==> config.mk <==
export PLATFORM = sky130hd
export DESIGN_NAME = rational_fraction_alu_core
export DESIGN_NICKNAME = d
export VERILOG_FILES = /design/src/design/rfa_pkg.sv /design/src/design/rfa_mul.sv /design/src/design/rfa_sub.sv /design/src/design/rational_fraction_alu_core.sv
export SDC_FILE = /design/constraint.sdc
export NUM_CORES = 2
export LEC_CHECK = 0
export BUFFER_PORTS_ARGS = -buffer_cell sky130_fd_sc_hd__buf_2
export CAP_MARGIN = 20
export CORE_MARGIN = 4
export CORE_UTILIZATION = 50
export CTS_CLUSTER_DIAMETER = 100
export DETAILED_ROUTE_END_ITERATION = 12
export MAX_ROUTING_LAYER = met4
export PLACE_DENSITY = 0.72
export SLEW_MARGIN = 25
export SYNTH_ARGS = -nofsm -noshare
export SYNTH_HDL_FRONTEND = slang
export SYNTH_SLANG_ARGS = --single-unit
==> constraint.sdc <==
create_clock -name clock -period 20.3 [get_ports clock]
set_input_delay 5.075 -clock clock [delete_from_list [all_inputs] [get_ports clock]]
set_output_delay 5.075 -clock clock [all_outputs]
set_load 0.01 [all_outputs]
==> src/design/rfa_pkg.sv <==
// ----------------------------------------------------------------------------
// rfa_pkg
// Shared types and constants of the rational fraction ALU: operation codes,
// field widths and stream word layout.
// ----------------------------------------------------------------------------
package rfa_pkg;

   localparam int FIELD_W     = 16;
   localparam int TYPE_W      = 3;
   localparam int NUM_W       = 33;
   localparam int DEN_W       = 32;
   localparam int REQ_TDATA_W = 4 * FIELD_W;
   localparam int RSP_TDATA_W = 72;
   localparam int RSP_PAD_W   = RSP_TDATA_W - NUM_W - DEN_W - 1;

   typedef enum logic [TYPE_W-1:0] {
      OP_ADD = 3'd0,
      OP_MUL = 3'd1,
      OP_INC = 3'd2,
      OP_RED = 3'd3,
      OP_CMP = 3'd4
   } op_type;

endpackage

==> src/design/rfa_mul.sv <==
// ----------------------------------------------------------------------------
// rfa_mul
// Shared multiplier with a registered product.
// ----------------------------------------------------------------------------
module rfa_mul #(
   parameter int W = 16
) (
   input  logic           clock,
   input  logic [W-1:0]   mul_a,
   input  logic [W-1:0]   mul_b,
   output logic [2*W-1:0] prod_ff
);

   logic [2*W-1:0] prod_in;

   assign prod_in = (2*W)'(mul_a) * (2*W)'(mul_b);

   always_ff @(posedge clock) begin
      prod_ff <= prod_in;
   end

endmodule

==> src/design/rfa_sub.sv <==
// ----------------------------------------------------------------------------
// rfa_sub
// Shared subtract and compare unit for the GCD loop and the divider.
// ----------------------------------------------------------------------------
module rfa_sub #(
   parameter int SW = 34
) (
   input  logic [SW-1:0] sub_a,
   input  logic [SW-1:0] sub_b,
   output logic [SW-1:0] sub_diff,
   output logic          sub_borrow
);

   logic [SW:0] full;

   assign full       = {1'b0, sub_a} - {1'b0, sub_b};
   assign sub_diff   = full[SW-1:0];
   assign sub_borrow = full[SW];

endmodule

==> src/design/rational_fraction_alu_core.sv <==
// ----------------------------------------------------------------------------
// rational_fraction_alu_core
// Rational number ALU: add, multiply, increment, reduce and compare on two
// fractions, every arithmetic result with nonzero fields reduced by its GCD.
//
//   channel  dir  tdata (low bit up)                   tuser
//   req_     in   a_num, a_den, b_num, b_den           req_type
//   rsp_     out  res_num, res_den, is_equal, zeros    -
//
// Compare and unused codes go straight to the output. Add and multiply first
// use the multiplier; then a zero check skips the reduction if a field is zero,
// else a binary GCD of one shift, swap or subtract per cycle, two restoring
// divisions of 2*OPERAND_WIDTH+1 quotient bits each, then one output.
// req_tready is high only in idle; a finished word waits in the output
// register while rsp_ stalls. Synchronous reset clears sequencer and rsp_tvalid.
// ----------------------------------------------------------------------------
module rational_fraction_alu_core
   import rfa_pkg::*;
#(
   parameter int OPERAND_WIDTH = 16
) (
   input  logic                   clock,
   input  logic                   reset,
   input  logic                   req_tvalid,
   output logic                   req_tready,
   input  logic [REQ_TDATA_W-1:0] req_tdata,  // a_num, a_den, b_num, b_den
   input  logic [TYPE_W-1:0]      req_tuser,  // req_type
   output logic                   rsp_tvalid,
   input  logic                   rsp_tready,
   output logic [RSP_TDATA_W-1:0] rsp_tdata   // res_num, res_den, is_equal, zeros
);

   localparam int W  = OPERAND_WIDTH;
   localparam int PW = 2 * W;
   localparam int NW = 2 * W + 1;
   localparam int CW = $clog2(NW);

   typedef enum logic [5:0] {
      ST_IDLE = 6'b000001,
      ST_MUL  = 6'b000010,
      ST_CHK  = 6'b000100,
      ST_GCD  = 6'b001000,
      ST_DIV  = 6'b010000,
      ST_DONE = 6'b100000
   } state_type;

   state_type        state_ff, state_in;
   op_type           op_ff, op_in;
   logic [W-1:0]     an_ff, an_in, ad_ff, ad_in, bn_ff, bn_in, bd_ff, bd_in;
   logic [1:0]       step_ff, step_in;
   logic [NW-1:0]    num_ff, num_in, den_ff, den_in;
   logic [NW-1:0]    u_ff, u_in, v_ff, v_in, rem_ff, rem_in;
   logic [PW-1:0]    tmp_ff, tmp_in;
   logic [CW-1:0]    cnt_ff, cnt_in;
   logic             dsel_ff, dsel_in, eq_ff, eq_in;
   logic             rsp_tvalid_ff, rsp_tvalid_in;
   logic [NUM_W-1:0] rsp_num_ff, rsp_num_in;
   logic [DEN_W-1:0] rsp_den_ff, rsp_den_in;
   logic             rsp_eq_ff, rsp_eq_in;

   logic [W-1:0]     p_an, p_ad, p_bn, p_bd;
   logic [W-1:0]     mul_a, mul_b;
   logic [PW-1:0]    prod_ff;
   logic [NW:0]      sub_a, sub_b, sub_diff;
   logic             sub_borrow;
   logic [NW-1:0]    dividend;
   logic             qbit;

   assign p_an = W'(req_tdata[FIELD_W-1:0]);
   assign p_ad = W'(req_tdata[2*FIELD_W-1:FIELD_W]);
   assign p_bn = W'(req_tdata[3*FIELD_W-1:2*FIELD_W]);
   assign p_bd = W'(req_tdata[4*FIELD_W-1:3*FIELD_W]);

   assign req_tready = (state_ff == ST_IDLE);
   assign rsp_tvalid = rsp_tvalid_ff;
   assign rsp_tdata  = {{RSP_PAD_W{1'b0}}, rsp_eq_ff, rsp_den_ff, rsp_num_ff};

   always_comb begin
      case (step_ff)
         2'd1: begin
            mul_a = (op_ff == OP_ADD) ? bd_ff : an_ff;
            mul_b = (op_ff == OP_ADD) ? an_ff : bn_ff;
         end
         2'd2: begin
            mul_a = ad_ff;
            mul_b = bn_ff;
         end
         default: begin
            mul_a = ad_ff;
            mul_b = bd_ff;
         end
      endcase
   end

   rfa_mul #(.W(W)) u_mul (
      .clock   (clock),
      .mul_a   (mul_a),
      .mul_b   (mul_b),
      .prod_ff (prod_ff)
   );

   assign dividend = dsel_ff ? den_ff : num_ff;

   always_comb begin
      if (state_ff == ST_DIV) begin
         sub_a = {rem_ff, dividend[NW-1]};
         sub_b = {1'b0, u_ff};
      end else begin
         sub_a = {1'b0, u_ff};
         sub_b = {1'b0, v_ff};
      end
   end

   rfa_sub #(.SW(NW+1)) u_sub (
      .sub_a      (sub_a),
      .sub_b      (sub_b),
      .sub_diff   (sub_diff),
      .sub_borrow (sub_borrow)
   );

   assign qbit = ~sub_borrow;

   always_comb begin
      state_in      = state_ff;
      op_in         = op_ff;
      an_in         = an_ff;
      ad_in         = ad_ff;
      bn_in         = bn_ff;
      bd_in         = bd_ff;
      step_in       = step_ff;
      num_in        = num_ff;
      den_in        = den_ff;
      u_in          = u_ff;
      v_in          = v_ff;
      rem_in        = rem_ff;
      tmp_in        = tmp_ff;
      cnt_in        = cnt_ff;
      dsel_in       = dsel_ff;
      eq_in         = eq_ff;
      rsp_tvalid_in = rsp_tvalid_ff & ~rsp_tready;
      rsp_num_in    = rsp_num_ff;
      rsp_den_in    = rsp_den_ff;
      rsp_eq_in     = rsp_eq_ff;

      unique case (state_ff)
         ST_IDLE: begin
            if (req_tvalid) begin
               op_in   = op_type'(req_tuser);
               an_in   = p_an;
               ad_in   = p_ad;
               bn_in   = p_bn;
               bd_in   = p_bd;
               step_in = 2'd0;
               eq_in   = 1'b0;
               case (op_type'(req_tuser)) inside
                  OP_ADD, OP_MUL: begin
                     state_in = ST_MUL;
                  end
                  OP_INC: begin
                     num_in   = NW'(p_an) + NW'(p_ad);
                     den_in   = NW'(p_ad);
                     state_in = ST_CHK;
                  end
                  OP_RED: begin
                     num_in   = NW'(p_an);
                     den_in   = NW'(p_ad);
                     state_in = ST_CHK;
                  end
                  OP_CMP: begin
                     num_in   = '0;
                     den_in   = '0;
                     eq_in    = (p_an == p_bn) && (p_ad == p_bd);
                     state_in = ST_DONE;
                  end
                  default: begin
                     num_in   = '0;
                     den_in   = '0;
                     state_in = ST_DONE;
                  end
               endcase
            end
         end
         ST_MUL: begin
            step_in = step_ff + 2'd1;
            case (step_ff)
               2'd1: begin
                  den_in = NW'(prod_ff);
               end
               2'd2: begin
                  if (op_ff == OP_MUL) begin
                     num_in   = NW'(prod_ff);
                     state_in = ST_CHK;
                  end else begin
                     tmp_in = prod_ff;
                  end
               end
               2'd3: begin
                  num_in   = NW'(tmp_ff) + NW'(prod_ff);
                  state_in = ST_CHK;
               end
               default: begin
               end
            endcase
         end
         ST_CHK: begin
            if (num_ff == '0 || den_ff == '0) begin
               state_in = ST_DONE;
            end else begin
               u_in     = num_ff;
               v_in     = den_ff;
               state_in = ST_GCD;
            end
         end
         ST_GCD: begin
            if (v_ff == '0 || u_ff == '0) begin
               if (u_ff == '0) begin
                  u_in = v_ff;
               end
               rem_in   = '0;
               cnt_in   = '0;
               dsel_in  = 1'b0;
               state_in = ST_DIV;
            end else if (!u_ff[0] && !v_ff[0]) begin
               u_in   = u_ff >> 1;
               v_in   = v_ff >> 1;
               num_in = num_ff >> 1;
               den_in = den_ff >> 1;
            end else if (!u_ff[0]) begin
               u_in = u_ff >> 1;
            end else if (!v_ff[0]) begin
               v_in = v_ff >> 1;
            end else if (sub_borrow) begin
               u_in = v_ff;
               v_in = u_ff;
            end else begin
               u_in = sub_diff[NW-1:0];
            end
         end
         ST_DIV: begin
            rem_in = qbit ? sub_diff[NW-1:0] : sub_a[NW-1:0];
            if (dsel_ff) begin
               den_in = {den_ff[NW-2:0], qbit};
            end else begin
               num_in = {num_ff[NW-2:0], qbit};
            end
            cnt_in = cnt_ff + CW'(1);
            if (cnt_ff == CW'(NW-1)) begin
               cnt_in = '0;
               if (dsel_ff) begin
                  state_in = ST_DONE;
               end else begin
                  dsel_in = 1'b1;
                  rem_in  = '0;
               end
            end
         end
         ST_DONE: begin
            if (!rsp_tvalid_ff || rsp_tready) begin
               rsp_tvalid_in = 1'b1;
               rsp_num_in    = NUM_W'(num_ff);
               rsp_den_in    = DEN_W'(den_ff);
               rsp_eq_in     = eq_ff;
               state_in      = ST_IDLE;
            end
         end
         default: begin
            state_in = ST_IDLE;
         end
      endcase
   end

   always_ff @(posedge clock) begin
      if (reset) begin
         state_ff      <= ST_IDLE;
         rsp_tvalid_ff <= 1'b0;
      end else begin
         state_ff      <= state_in;
         rsp_tvalid_ff <= rsp_tvalid_in;
      end
   end

   always_ff @(posedge clock) begin
      op_ff      <= op_in;
      an_ff      <= an_in;
      ad_ff      <= ad_in;
      bn_ff      <= bn_in;
      bd_ff      <= bd_in;
      step_ff    <= step_in;
      num_ff     <= num_in;
      den_ff     <= den_in;
      u_ff       <= u_in;
      v_ff       <= v_in;
      rem_ff     <= rem_in;
      tmp_ff     <= tmp_in;
      cnt_ff     <= cnt_in;
      dsel_ff    <= dsel_in;
      eq_ff      <= eq_in;
      rsp_num_ff <= rsp_num_in;
      rsp_den_ff <= rsp_den_in;
      rsp_eq_ff  <= rsp_eq_in;
   end

endmodule

==> qor.log <==
[status] run status finished, final reports clean
[cts] CTS root buf sky130_fd_sc_hd__clkbuf_16
[synthesis] largest area contributor in the netlist sky130_fd_sc_hd__edfxtp_1
[grt] maximum number of pins on one net before global-route repair 74
[place] number of buffers inserted by port buffering 138
[sta] achievable clock frequency 127 MHz
[cts] number of CTS-inserted buffers 41
[critical_path] data arrival time of the critical path 8.38 ns
[sta] slew at the pin closest to its max-slew limit 1.11 ns
[cts] clock tree from TritonCTS yes
[die] DIE WIDTH 252 um
[synthesis] number of synthesized flops with an enable pin 340
[cts] Gates resized, CTS repair 0
[die] number of placed I/O pins 145
[critical_path] CP cell instances nor3_2 -> buf_4 -> mux2_2 -> a22o_1 -> mux2i_1 -> nor2_1 -> fa_1 -> fa_1 -> fa_1 -> fa_1 -> fa_1 -> inv_1 -> fa_1 -> inv_1 -> ha_1 -> a21o_1 -> a21o_1 -> a311o_1 -> o21ai_0 -> a31o_2 -> nor4_1 -> a211o_1 -> a221oi_1 -> xnor2_1
[synthesis] FFs w/ async S/R, synth 0%
[cells_and_area] Fillers 5213
[die] core footprint 59000 um^2
[synthesis] area fraction of the dominant cell type after synthesis 34.2%
[synthesis] sequential cell area fraction in the yosys report 36.8%
[cts] number of buffers inserted to repair setup after CTS 0
[synthesis] synthesis-stage register bit count 379
[sta] RSZ-0062 raised after global routing false
[cts] maximum clock path buffer count 3
[detailed_routing] final antenna-violating net count 0
[hold_path] path type of the worst min-delay path register to register
[critical_path] standard cell with the maximum stage delay on the critical path sky130_fd_sc_hd__mux2i_1
[grt] number of antenna violations at the first check in global routing 0
[critical_path] WP data required 20.79 ns
[cts] count of clock tree sinks 379
[synthesis] flip-flop cell with the highest count after synthesis sky130_fd_sc_hd__edfxtp_1
[cts] clk_lat worst skew 0.57 ns
[detailed_routing] Detailed Route WL 91.2 mm
[job] number of maximum-capacitance constraint violations 0
[detailed_routing] number of remaining DRC errors 0
[cells_and_area] final layout net count 3587
[sta] accumulated negative setup slack 0 ns
[critical_path] Slowest Stage Delay on Critical Path 0.72 ns
[grt] wire length of the first global-routing pass 140 mm
[synthesis] number of warning messages in the yosys log 0
[sta] Final setup violation count 0
[grt] overflow left after global routing 0
[critical_path] critical path type register to register
[detailed_routing] count of routing violations after the opening detailed-route iteration 2736
[sta] clock tree skew after final layout 0.0254 ns
[die] area of the die 63700 um^2
[grt] combined global-route utilization of all metal layers 28.9%
[cts] H-tree lvl count 2
[cells_and_area] share of cells above drive strength 1 10.3%
[sta] final hold vios 0
[cts] CTS Hold Bufs 0
[critical_path] crit path max fanout 32
[synthesis] Cells after Synth 3028
[synthesis] cell area after synthesis 29800 um^2
[critical_path] most used cell, CP sky130_fd_sc_hd__fa_1
[place] global placement routability congestion 1.01
[grt] via count of the first global-routing pass 24400
[synthesis] Synth area leaders sky130_fd_sc_hd__edfxtp_1 (34%), sky130_fd_sc_hd__fa_1 (13%), sky130_fd_sc_hd__ha_1 (8.0%), sky130_fd_sc_hd__nand2_1 (5.5%), sky130_fd_sc_hd__inv_1 (3.4%)
[detailed_routing] drt first pass iters 10
[die] number of cell rows 89
[synthesis] number of distinct library cells after synthesis 73
[cells_and_area] synthesis-to-finish area growth 9.77%
[detailed_routing] average vias per placed instance 6.24
[cells_and_area] antenna diode instance count 0
[cts] clock transition at the registers of the reported paths 0.07 ns
[die] starting utilization of the core area 50.6%
[critical_path] kind of start point of the critical path register
[sta] fin. max-slew vios 0
[critical_path] endpoint class of the critical path register
[synthesis] average instance area after synthesis 9.86 um^2
[detailed_routing] detail-routed net length per standard cell 23.2 um
[die] die boundary height 252 um
[place] Detail Placement HPWL 68.8 mm
[sta] final worst-path cycle share 38.9%
[detailed_routing] number of vias after detailed routing 24500
[sta] relative slew slack 25.4%
[sta] fin crit period 7.89 ns
-- layout make-up --
cell class / count / area [um^2] / area share, %
Tap cell: 773 / 967 / 2.95
Clock buffer: 48 / 1100 / 3.37
Sequential cell: 379 / 11000 / 33.5
Inverter: 271 / 1020 / 3.10
Timing Repair Buffer: 189 / 1090 / 3.34
Multi-Input combinational cell: 2247 / 17400 / 53.0
Clock inverter: 23 / 226 / 0.691
-- cells by family (layout without fill, tap and decap cells) --
family                     Yosys count  in the layout  share of synthesized area, %
muxes                              127            127                          4.38
and+or+nand+nor                    924            924                          13.8
DFF                                379            379                          36.8
other                                1              6                        0.0126
AOI/OAI and AO/OA                  676            676                          14.8
xor gates and xnor gates           127            127                          3.73
buffers and inverters              407            531                          5.34
adders and majority gates          387            387                          21.2
-- path summary, 6_finish.rpt --
check / start / to / slack (ns) / cells past startpoint
worst max-delay path: op_ff[0]$_DFFE_PP_ / u_mul.prod_ff[30]$_DFF_P_ / 12.41 / 24
worst min-delay path: eq_ff$_SDFFCE_PP0P_ / rsp_eq_ff$_DFFE_PP_ / 0.44 / 0
worst max register to register: op_ff[0]$_DFFE_PP_ / u_mul.prod_ff[30]$_DFF_P_ / 12.41 / 24
worst min register to register: eq_ff$_SDFFCE_PP0P_ / rsp_eq_ff$_DFFE_PP_ / 0.44 / 0
-- per-stage QoR --
step / worst slack [ns] / cells / util (%) / hold WS [ns] / instance area [um^2]
detailed placement: 12.41 / 3858 / 53.2 / 0.417 / 31400
global route: 12.00 / 3930 / 55.5 / 0.450 / 32800
global placement: 12.57 / 3858 / 53.2 / 0.401 / 31400
finish: 12.41 / 3930 / 55.5 / 0.440 / 32800
CTS: 12.41 / 3929 / 55.5 / 0.433 / 32700
floorplan: 11.65 / 3033 / - / 0.400 / 29900
-- cell usage in the layout, fill, tap and decap left out, drive strengths merged, types with 10 or more instances in the layout --
master	n
nand2	440
edfxtp	340
inv	279
nor2	224
fa	197
ha	190
buf	189
a21oi	181
o21ai	177
mux2i	98
a21o	68
xnor2	68
xor2	59
a222oi	59
clkbuf	48
nor4	39
dfxtp	39
a31oi	38
nand3	34
nor3b	34
nor3	32
mux2	29
o21bai	22
nor2b	20
and2	20
nand2b	17
nand4	17
a211oi	17
o21a	17
or2	15
o31ai	12
a22o	10
a22oi	10
-- synthesized netlist by cell type, drive strengths merged, types with 20 or more instances --
master	number
buf	44
xnor2	68
nor2b	20
edfxtp	340
ha	190
a31oi	38
o21ai	177
a21oi	181
nor2	224
a222oi	59
mux2	29
dfxtp	39
nand2	440
and2	20
a21o	68
fa	197
nor4	39
nand3	34
xor2	59
nor3	32
mux2i	98
o21bai	22
clkbuf	92
nor3b	34
inv	271
-- registers in the layout (all words and copies together) (netlist names), 32 cells and up --
register       flops
v_ff              33
den_ff            33
u_mul.prod_ff     32
u_ff              33
rem_ff            33
tmp_ff            32
num_ff            33
rsp_den_ff        32
rsp_num_ff        33
-- critical path, delay by kind of cell (launching register included) --
kind | cells | cell delay (ns)
adder cells (fa/ha/maj) | 7 | 3.30
flip-flops | 1 | 0.43
AND/OR/NAND/NOR | 3 | 0.46
buffers and inverters | 3 | 0.56
multiplexers | 2 | 1.12
AO/OA/AOI/OAI | 8 | 1.78
XOR/XNOR | 1 | 0.16
-- routing by layer --
metal  global-route usage, %  part of all wire (%)  vias up
met1                    36.3                    38    12000
met2                    46.7                    48     1242
li1                        -                     -    11000
met4                    13.2                   5.3        0
met5                       -                     0        -
met3                    4.29                   8.3      276
Power is left out: the tool's default activity adds up to more than one toggle a clock period on the data nets, which glitch-free logic cannot reach.
